$ cat src/design/tcrc_pkg.sv
package tcrc_pkg;

    localparam int BITS_PER_BYTE = 8;
    localparam int BitIdxW       = $clog2(BITS_PER_BYTE + 1);
    localparam int TickW         = 24;
    localparam int BitTickW      = 16;
    localparam int ByteW         = 8;
    localparam int CfgIdxW       = 3;
    localparam int CfgDataW      = 24;

    localparam logic [TickW-1:0]    INIT_TICKS_RST   = TickW'(20050);
    localparam logic [TickW-1:0]    CHARGE_TICKS_RST = TickW'(16000000);
    localparam logic [TickW-1:0]    START_TICKS_RST  = TickW'(20000);
    localparam logic [BitTickW-1:0] BIT_TICKS_RST    = BitTickW'(512);
    localparam logic [TickW-1:0]    GAP_TICKS_RST    = TickW'(24000);
    localparam logic [ByteW-1:0]    EXPECTED_RST     = ByteW'(1);

    typedef enum logic [2:0] {
        PH_INIT   = 3'd0,
        PH_CHARGE = 3'd1,
        PH_START  = 3'd2,
        PH_READ   = 3'd3,
        PH_GAP    = 3'd4
    } phase_t;

    typedef enum logic [CfgIdxW-1:0] {
        CFG_INIT_TICKS   = 3'd0,
        CFG_CHARGE_TICKS = 3'd1,
        CFG_START_TICKS  = 3'd2,
        CFG_BIT_TICKS    = 3'd3,
        CFG_GAP_TICKS    = 3'd4,
        CFG_EXPECTED     = 3'd5
    } cfg_idx_t;

endpackage

$ cat src/design/transponder_charge_read_controller_unit.sv
// each accepted input item's result is loaded into the output register
// throughput: one item per cycle; the single output register holds a result while
// the next item is accepted as soon as that result is taken
// reset (rst_n low, async): init phase, counters and bytes cleared, match flag set,
// configuration registers back to their defaults, no result pending
module transponder_charge_read_controller_unit (
    input  logic                           clk,
    input  logic                           rst_n,
    input  logic                           cfg_wr_en,
    input  logic [tcrc_pkg::CfgIdxW-1:0]   cfg_index,
    input  logic [tcrc_pkg::CfgDataW-1:0]  cfg_data,
    input  logic                           in_valid,
    output logic                           in_ready,
    input  logic                           line_level,
    output logic                           out_valid,
    input  logic                           out_ready,
    output logic                           txct_level,
    output logic                           byte_valid,
    output logic [tcrc_pkg::ByteW-1:0]     byte_value,
    output logic                           frame_done,
    output logic                           auth_ok,
    output logic [tcrc_pkg::ByteW-1:0]     byte_count
);

    logic [tcrc_pkg::TickW-1:0]    init_ticks_reg;
    logic [tcrc_pkg::TickW-1:0]    charge_ticks_reg;
    logic [tcrc_pkg::TickW-1:0]    start_ticks_reg;
    logic [tcrc_pkg::BitTickW-1:0] bit_ticks_reg;
    logic [tcrc_pkg::TickW-1:0]    gap_ticks_reg;
    logic [tcrc_pkg::ByteW-1:0]    expected_reg;

    tcrc_pkg::phase_t              phase_reg, phase_next;
    logic [tcrc_pkg::TickW-1:0]    tick_count_reg, tick_count_next;
    logic [tcrc_pkg::BitIdxW-1:0]  bit_index_reg, bit_index_next;
    logic [tcrc_pkg::ByteW-1:0]    shift_byte_reg, shift_byte_next;
    logic [tcrc_pkg::ByteW-1:0]    bytes_seen_reg, bytes_seen_next;
    logic                          all_match_reg, all_match_next;

    logic                          out_valid_reg;
    logic                          txct_level_reg, txct_level_next;
    logic                          byte_valid_reg, byte_valid_next;
    logic [tcrc_pkg::ByteW-1:0]    byte_value_reg, byte_value_next;
    logic                          frame_done_reg, frame_done_next;
    logic                          auth_ok_reg, auth_ok_next;
    logic [tcrc_pkg::ByteW-1:0]    byte_count_reg, byte_count_next;

    logic                          accept;
    logic [tcrc_pkg::TickW-1:0]    tick_inc;
    logic                          byte_emit;
    logic                          gap_done;

    assign in_ready = !out_valid_reg || out_ready;
    assign accept   = in_valid && in_ready;
    assign tick_inc = tick_count_reg + tcrc_pkg::TickW'(1);

    // configuration registers
    always_ff @(posedge clk or negedge rst_n)
    begin
        if (!rst_n)
        begin
            init_ticks_reg   <= tcrc_pkg::INIT_TICKS_RST;
            charge_ticks_reg <= tcrc_pkg::CHARGE_TICKS_RST;
            start_ticks_reg  <= tcrc_pkg::START_TICKS_RST;
            bit_ticks_reg    <= tcrc_pkg::BIT_TICKS_RST;
            gap_ticks_reg    <= tcrc_pkg::GAP_TICKS_RST;
            expected_reg     <= tcrc_pkg::EXPECTED_RST;
        end
        else if (cfg_wr_en)
        begin
            case (cfg_index)
                tcrc_pkg::CFG_INIT_TICKS:   init_ticks_reg   <= cfg_data;
                tcrc_pkg::CFG_CHARGE_TICKS: charge_ticks_reg <= cfg_data;
                tcrc_pkg::CFG_START_TICKS:  start_ticks_reg  <= cfg_data;
                tcrc_pkg::CFG_BIT_TICKS:    bit_ticks_reg    <= cfg_data[tcrc_pkg::BitTickW-1:0];
                tcrc_pkg::CFG_GAP_TICKS:    gap_ticks_reg    <= cfg_data;
                tcrc_pkg::CFG_EXPECTED:     expected_reg     <= cfg_data[tcrc_pkg::ByteW-1:0];
                default: ;
            endcase
        end
    end

    // next state
    always_comb
    begin
        phase_next      = phase_reg;
        tick_count_next = tick_count_reg;
        bit_index_next  = bit_index_reg;
        shift_byte_next = shift_byte_reg;
        bytes_seen_next = bytes_seen_reg;
        all_match_next  = all_match_reg;
        byte_emit       = 1'b0;
        gap_done        = 1'b0;

        case (phase_reg)
            tcrc_pkg::PH_INIT:
            begin
                tick_count_next = tick_inc;
                if (tick_inc >= init_ticks_reg)
                begin
                    phase_next      = tcrc_pkg::PH_CHARGE;
                    tick_count_next = '0;
                end
            end
            tcrc_pkg::PH_START:
            begin
                if (line_level)
                begin
                    bytes_seen_next = '0;
                    all_match_next  = 1'b1;
                    phase_next      = tcrc_pkg::PH_READ;
                    shift_byte_next = tcrc_pkg::ByteW'(1);
                    bit_index_next  = tcrc_pkg::BitIdxW'(1);
                    tick_count_next = '0;
                end
                else
                begin
                    tick_count_next = tick_inc;
                    if (tick_inc >= start_ticks_reg)
                    begin
                        phase_next      = tcrc_pkg::PH_CHARGE;
                        tick_count_next = '0;
                    end
                end
            end
            tcrc_pkg::PH_READ:
            begin
                tick_count_next = tick_inc;
                if (tick_inc >= tcrc_pkg::TickW'(bit_ticks_reg))
                begin
                    tick_count_next = '0;
                    if (bit_index_reg < tcrc_pkg::BitIdxW'(tcrc_pkg::BITS_PER_BYTE))
                    begin
                        // samples past the top bit of the byte are dropped
                        if (32'(bit_index_reg) < tcrc_pkg::ByteW)
                        begin
                            shift_byte_next = shift_byte_reg
                                | (tcrc_pkg::ByteW'(line_level) << bit_index_reg);
                        end
                        bit_index_next = bit_index_reg + tcrc_pkg::BitIdxW'(1);
                    end
                    else
                    begin
                        byte_emit = 1'b1;
                        if (bytes_seen_reg != {tcrc_pkg::ByteW{1'b1}})
                        begin
                            bytes_seen_next = bytes_seen_reg + tcrc_pkg::ByteW'(1);
                        end
                        if (shift_byte_reg != expected_reg)
                        begin
                            all_match_next = 1'b0;
                        end
                        phase_next     = tcrc_pkg::PH_GAP;
                        bit_index_next = '0;
                    end
                end
            end
            tcrc_pkg::PH_GAP:
            begin
                if (line_level)
                begin
                    phase_next      = tcrc_pkg::PH_READ;
                    shift_byte_next = tcrc_pkg::ByteW'(1);
                    bit_index_next  = tcrc_pkg::BitIdxW'(1);
                    tick_count_next = '0;
                end
                else
                begin
                    tick_count_next = tick_inc;
                    if (tick_inc >= gap_ticks_reg)
                    begin
                        gap_done        = 1'b1;
                        phase_next      = tcrc_pkg::PH_CHARGE;
                        tick_count_next = '0;
                        bytes_seen_next = '0;
                        all_match_next  = 1'b1;
                    end
                end
            end
            default:
            begin
                // charge phase, also the fallback for unused codes
                phase_next      = tcrc_pkg::PH_CHARGE;
                tick_count_next = tick_inc;
                if (tick_inc >= charge_ticks_reg)
                begin
                    phase_next      = tcrc_pkg::PH_START;
                    tick_count_next = '0;
                end
            end
        endcase
    end

    // result fields
    always_comb
    begin
        txct_level_next = (phase_reg != tcrc_pkg::PH_CHARGE);
        byte_valid_next = byte_emit;
        byte_value_next = byte_emit ? shift_byte_reg : '0;
        frame_done_next = gap_done;
        auth_ok_next    = gap_done && all_match_reg;
        if (gap_done)
        begin
            byte_count_next = bytes_seen_reg;
        end
        else if (phase_next inside {tcrc_pkg::PH_CHARGE, tcrc_pkg::PH_INIT,
                                    tcrc_pkg::PH_START})
        begin
            byte_count_next = '0;
        end
        else
        begin
            byte_count_next = bytes_seen_next;
        end
    end

    always_ff @(posedge clk or negedge rst_n)
    begin
        if (!rst_n)
        begin
            phase_reg      <= tcrc_pkg::PH_INIT;
            tick_count_reg <= '0;
            bit_index_reg  <= '0;
            shift_byte_reg <= '0;
            bytes_seen_reg <= '0;
            all_match_reg  <= 1'b1;
            out_valid_reg  <= 1'b0;
        end
        else
        begin
            if (accept)
            begin
                phase_reg      <= phase_next;
                tick_count_reg <= tick_count_next;
                bit_index_reg  <= bit_index_next;
                shift_byte_reg <= shift_byte_next;
                bytes_seen_reg <= bytes_seen_next;
                all_match_reg  <= all_match_next;
            end
            if (accept)
            begin
                out_valid_reg <= 1'b1;
            end
            else if (out_ready)
            begin
                out_valid_reg <= 1'b0;
            end
        end
    end

    // result payload, loaded with each accepted item
    always_ff @(posedge clk)
    begin
        if (accept)
        begin
            txct_level_reg <= txct_level_next;
            byte_valid_reg <= byte_valid_next;
            byte_value_reg <= byte_value_next;
            frame_done_reg <= frame_done_next;
            auth_ok_reg    <= auth_ok_next;
            byte_count_reg <= byte_count_next;
        end
    end

    assign out_valid  = out_valid_reg;
    assign txct_level = txct_level_reg;
    assign byte_valid = byte_valid_reg;
    assign byte_value = byte_value_reg;
    assign frame_done = frame_done_reg;
    assign auth_ok    = auth_ok_reg;
    assign byte_count = byte_count_reg;

endmodule

$ cat config.mk
export PLATFORM = sky130hd
export DESIGN_NAME = transponder_charge_read_controller_unit
export DESIGN_NICKNAME = d
export VERILOG_FILES = /design/src/design/tcrc_pkg.sv /design/src/design/transponder_charge_read_controller_unit.sv
export SDC_FILE = /design/constraint.sdc
export NUM_CORES = 1
export LEC_CHECK = 0
export BUFFER_PORTS_ARGS = -buffer_cell sky130_fd_sc_hd__buf_2
export CORE_MARGIN = 2
export CORE_UTILIZATION = 40
export CTS_CLUSTER_DIAMETER = 100
export DETAILED_ROUTE_END_ITERATION = 10
export PLACE_DENSITY = 0.64
export SYNTH_ARGS = -nofsm -noshare
export SYNTH_HDL_FRONTEND = slang
export SYNTH_SLANG_ARGS = --single-unit
export TNS_END_PERCENT = 20
$ cat constraint.sdc
create_clock -name clk -period 9.32 [get_ports clk]
set_input_delay 0.932 -clock clk [delete_from_list [all_inputs] [get_ports clk]]
set_output_delay 0.932 -clock clk [all_outputs]
set_load 0.01 [all_outputs]
==> summary by stage <==
STA
The actual transition at the worst max-transition pin is 995 ps. The final worst slack is 4400 ps. The setup TNS is 0 ps. The ratio of final minimum period to clock period is 52.8%. The worst pin sits at a relative slew slack of 33.7%.

For this run, the top clock speed supported by timing is 0.203 GHz. Final hold analysis gives a worst-case slack of 388 ps. On the final layout, the worst clock skew is 11.2 ps.

The final count of negative-setup-slack endpoints is 0. The number of hold violations in the final report is 0. The number of max-slew violations in the final report came to 0.

Setup repair after global routing left no endpoint under its margin. The clock period minus final worst setup slack is 4920 ps.

Critical path
The worst-case register-to-register setup slack is 4400 ps. The worst setup path is launched from a register. The worst setup path is captured at a register. For the worst setup path, the data arrival time is 5300 ps. The path depth of the worst reg2reg path is 16.

The required arrival time at the worst endpoint is 9690 ps. The launch instance of the worst register-to-register path is tick_count_reg[0]. The worst setup path is of the register to register kind. The peak fanout along the critical path is 21. The endpoint of the lowest-slack register-to-register path is tick_count_reg[22].

CTS
The tree built by TritonCTS fans out to 189 sinks. The clock reaches the later pin of the worst-skew pair after 440 ps. The hold buffer count at cts is 0.

TritonCTS built the clock tree. The number of H-tree branching levels is 4. The root buffer cell chosen for the clock tree is sky130_fd_sc_hd__clkbuf_16. The clock buffer count from CTS is 17. The count of buffers added by post-CTS timing repair for setup is 0. After clock tree synthesis, the repair step resized 0 gates. The clock passes through at most 2 buffers. Clock-pin slew was measured on the worst setup and hold paths at 70 ps.

Place
After detailed placement, the total cell area comes to 11,700 µm². The number of instances in the placed design is 1,551. The detailed-placement wirelength estimate is 19,000 µm. The weighted congestion at the end of routability-driven global placement is 0.876. Input and output buffers added on the ports amount to 54. The pre-CTS setup slack is 4430 ps.

Synth
After synthesis the netlist holds a flip-flop and latch count of 189. A synthesized cell averages 9.55 µm². The post-synthesis instance area is 11,100 µm². Synthesis produced a netlist with a net count of 1,304. After technology mapping, the gate count stands at 1,160. The most used flip-flop cell after synthesis is sky130_fd_sc_hd__dfrtp_1. The cell type with the largest total area after synthesis is sky130_fd_sc_hd__dfrtp_1. Sorting the synthesized cells by how often they occur yields 178 x sky130_fd_sc_hd__nand2_1, 140 x sky130_fd_sc_hd__dfrtp_1, 116 x sky130_fd_sc_hd__o21ai_0.

The Yosys warning count is 0. The sequential area share after synthesis is 43.9%. In this run the biggest area consumer among cell types represents 31.6% of the synthesized area. By area the synthesized netlist is led by sky130_fd_sc_hd__dfrtp_1 32%, sky130_fd_sc_hd__ha_1 13%, sky130_fd_sc_hd__dfstp_2 6.9%. The async set-reset flop share out of synthesis is 89.4%. The leading cell type by number of instances after synthesis is sky130_fd_sc_hd__nand2_1. The synthesized design contains 20 enable-type register cells. The number of unique standard cell types used by synthesis is 81.

Final layout
For this run, the number of standard cells in the final layout without fillers is 1,584. The share of layout cells above drive strength 1 is 15.2%. Relative to the synthesized area, the layout overhead comes to 10.9%. The cell area after layout is 12,300 µm². The core occupancy in the finished layout is 45.4%. The number of inserted filler cells in the final layout is 2,559. For this run, the post-layout net count is 1,342.

Power
For this design the static power due to leakage is 5.77 nW. For this design the total switching power over the nets is 0.855 mW. Of the total power, combinational logic draws 27.9%.

The switching part of the total is 34.8%. The cell-internal power is 1.60 mW. The ratio of total power to cell area is 200 nW/µm². The sequential fraction of design power is 44.1%. The largest vdd supply drop is 0.0925 mV. Per report_power, the clock group accounts for 27.9% of the total. The post-layout total power is 2.46 mW.

Die
The I/O pin count is 55. The floorplan step defined a die boundary enclosing 29,100 µm². The width of the die is 170 µm.

The area of the placeable core is 27,100 µm². The die height is 170 µm. The row count is 60.

The initial core utilization is 40.9%.

GRT
Across every metal layer, demand over resource in global routing totals 19.2%. The leftover overflow at the end of global routing is 0. The initial antenna violation count was 0. The via count of the first global-routing pass is 8,271.

Entering global routing, the biggest net connects 75 pins. The first global-routing pass estimated 44,000 µm of wire.

Routing
The per-cell via count in the routed design is 5.27. The count of unresolved DRC violations after routing is 0. The pre-antenna-repair detailed-routing pass consisted of 5 iterations. In the final routed layout, each cell accounts on average for 16.7 µm. The final route contains 8,347 vias. The number of nets with antenna violations after detailed routing is 0. The total length of routed wires is 26,400 µm. The violation count after the first detailed-routing iteration is 671.

Min path
The path type of the worst min-delay path is input pin to asynchronous set/reset pin.

Run status
The run finished with clean final reports.

Flow run
The tool flagged a number of max-cap violations equal to 0.
[cells by family (layout without fill, tap and decap cells)]
group,Yosys count,count (layout),share of synthesized area (%)
mux,35,35,3.55
compound gates,274,274,15.9
xor+xnor,33,33,2.61
flops,189,189,43.9
fa+ha+maj,112,112,12.6
simple gates,357,357,15.7
other cells,0,1,0
buf+inv,160,211,5.70
[worst max-delay path by stage]
stage | startpoint | to | depth (start not counted)
after detailed placement | tick_count_reg[0] | byte_count[6] | 13
after global placement | tick_count_reg[0] | tick_count_reg[18] | 14
final | tick_count_reg[0] | tick_count_reg[22] | 16
after global routing | tick_count_reg[0] | tick_count_reg[0] | 15
after floorplan | tick_count_reg[0] | tick_count_reg[18] | 16
after CTS | tick_count_reg[0] | byte_count[6] | 13
[placed cells by master (no fill, tap or decap), types with 7 or more instances in the layout]
| cell type | n |
|---|---|
| sky130_fd_sc_hd__nor3_1 | 11 |
| sky130_fd_sc_hd__buf_2 | 53 |
| sky130_fd_sc_hd__a211oi_1 | 7 |
| sky130_fd_sc_hd__dfstp_2 | 29 |
| sky130_fd_sc_hd__buf_4 | 12 |
| sky130_fd_sc_hd__inv_1 | 112 |
| sky130_fd_sc_hd__a31oi_1 | 13 |
| sky130_fd_sc_hd__clkbuf_16 | 17 |
| sky130_fd_sc_hd__o211ai_1 | 20 |
| sky130_fd_sc_hd__nand2b_1 | 9 |
| sky130_fd_sc_hd__dfrtp_1 | 140 |
| sky130_fd_sc_hd__xnor2_1 | 24 |
| sky130_fd_sc_hd__xor2_1 | 9 |
| sky130_fd_sc_hd__and2_1 | 17 |
| sky130_fd_sc_hd__o21ai_0 | 116 |
| sky130_fd_sc_hd__edfxtp_1 | 20 |
| sky130_fd_sc_hd__a21o_1 | 13 |
| sky130_fd_sc_hd__nand4_1 | 15 |
| sky130_fd_sc_hd__ha_1 | 111 |
| sky130_fd_sc_hd__o31ai_1 | 8 |
| sky130_fd_sc_hd__and3_1 | 9 |
| sky130_fd_sc_hd__and4_1 | 10 |
| sky130_fd_sc_hd__nand2_1 | 178 |
| sky130_fd_sc_hd__a21oi_1 | 41 |
| sky130_fd_sc_hd__mux2_2 | 34 |
| sky130_fd_sc_hd__nor2_1 | 43 |
| sky130_fd_sc_hd__nand3_1 | 28 |
[worst max-delay path, stage by stage (launching register included)]
cell and delay, ps:
sky130_fd_sc_hd__dfrtp_1 570, sky130_fd_sc_hd__ha_1 320, sky130_fd_sc_hd__nand3_4 180, sky130_fd_sc_hd__nor2_1 280, sky130_fd_sc_hd__and3_1 210, sky130_fd_sc_hd__xor2_1 460
sky130_fd_sc_hd__ha_1 360, sky130_fd_sc_hd__nand4_1 150, sky130_fd_sc_hd__a21oi_1 80, sky130_fd_sc_hd__a211oi_1 290, sky130_fd_sc_hd__o2bb2ai_1 180, sky130_fd_sc_hd__o311ai_1 550
sky130_fd_sc_hd__nand2_1 250, sky130_fd_sc_hd__o311ai_2 270, sky130_fd_sc_hd__buf_4 320, sky130_fd_sc_hd__and2_1 220, sky130_fd_sc_hd__a22o_1 140
[cell type report]
| type | count | area, µm² | area share [%] |
|---|---|---|---|
| Antenna cell | 1 | 2.50 | 0.0204 |
| Tap cell | 372 | 465 | 3.79 |
| Clock inverter | 12 | 88.8 | 0.723 |
| Inverter | 113 | 424 | 3.45 |
| Clock buffer | 20 | 447 | 3.63 |
| Multi-Input combinational cell | 811 | 5630 | 45.8 |
| Sequential cell | 189 | 4870 | 39.6 |
| Timing Repair Buffer | 66 | 367 | 2.98 |
[layer usage]
metal / part of all wire (%) / global-route usage, %
met5: 0 / 0
met4: 1.0 / 4.24
met3: 3.3 / 2.93
met2: 47 / 31.2
met1: 49 / 27.2
[power groups by stage]
stage          clock, mW  sequential [mW]  combinational, mW
2_1_floorplan          0             1.07              0.512
6_report           0.687             1.09              0.687
3_3_place_gp           0             1.10              0.670
3_5_place_dp           0             1.10              0.686
5_1_grt            0.734             1.11              0.789
4_1_cts            0.704             1.09              0.693
(Power assumes the default switching activity.)
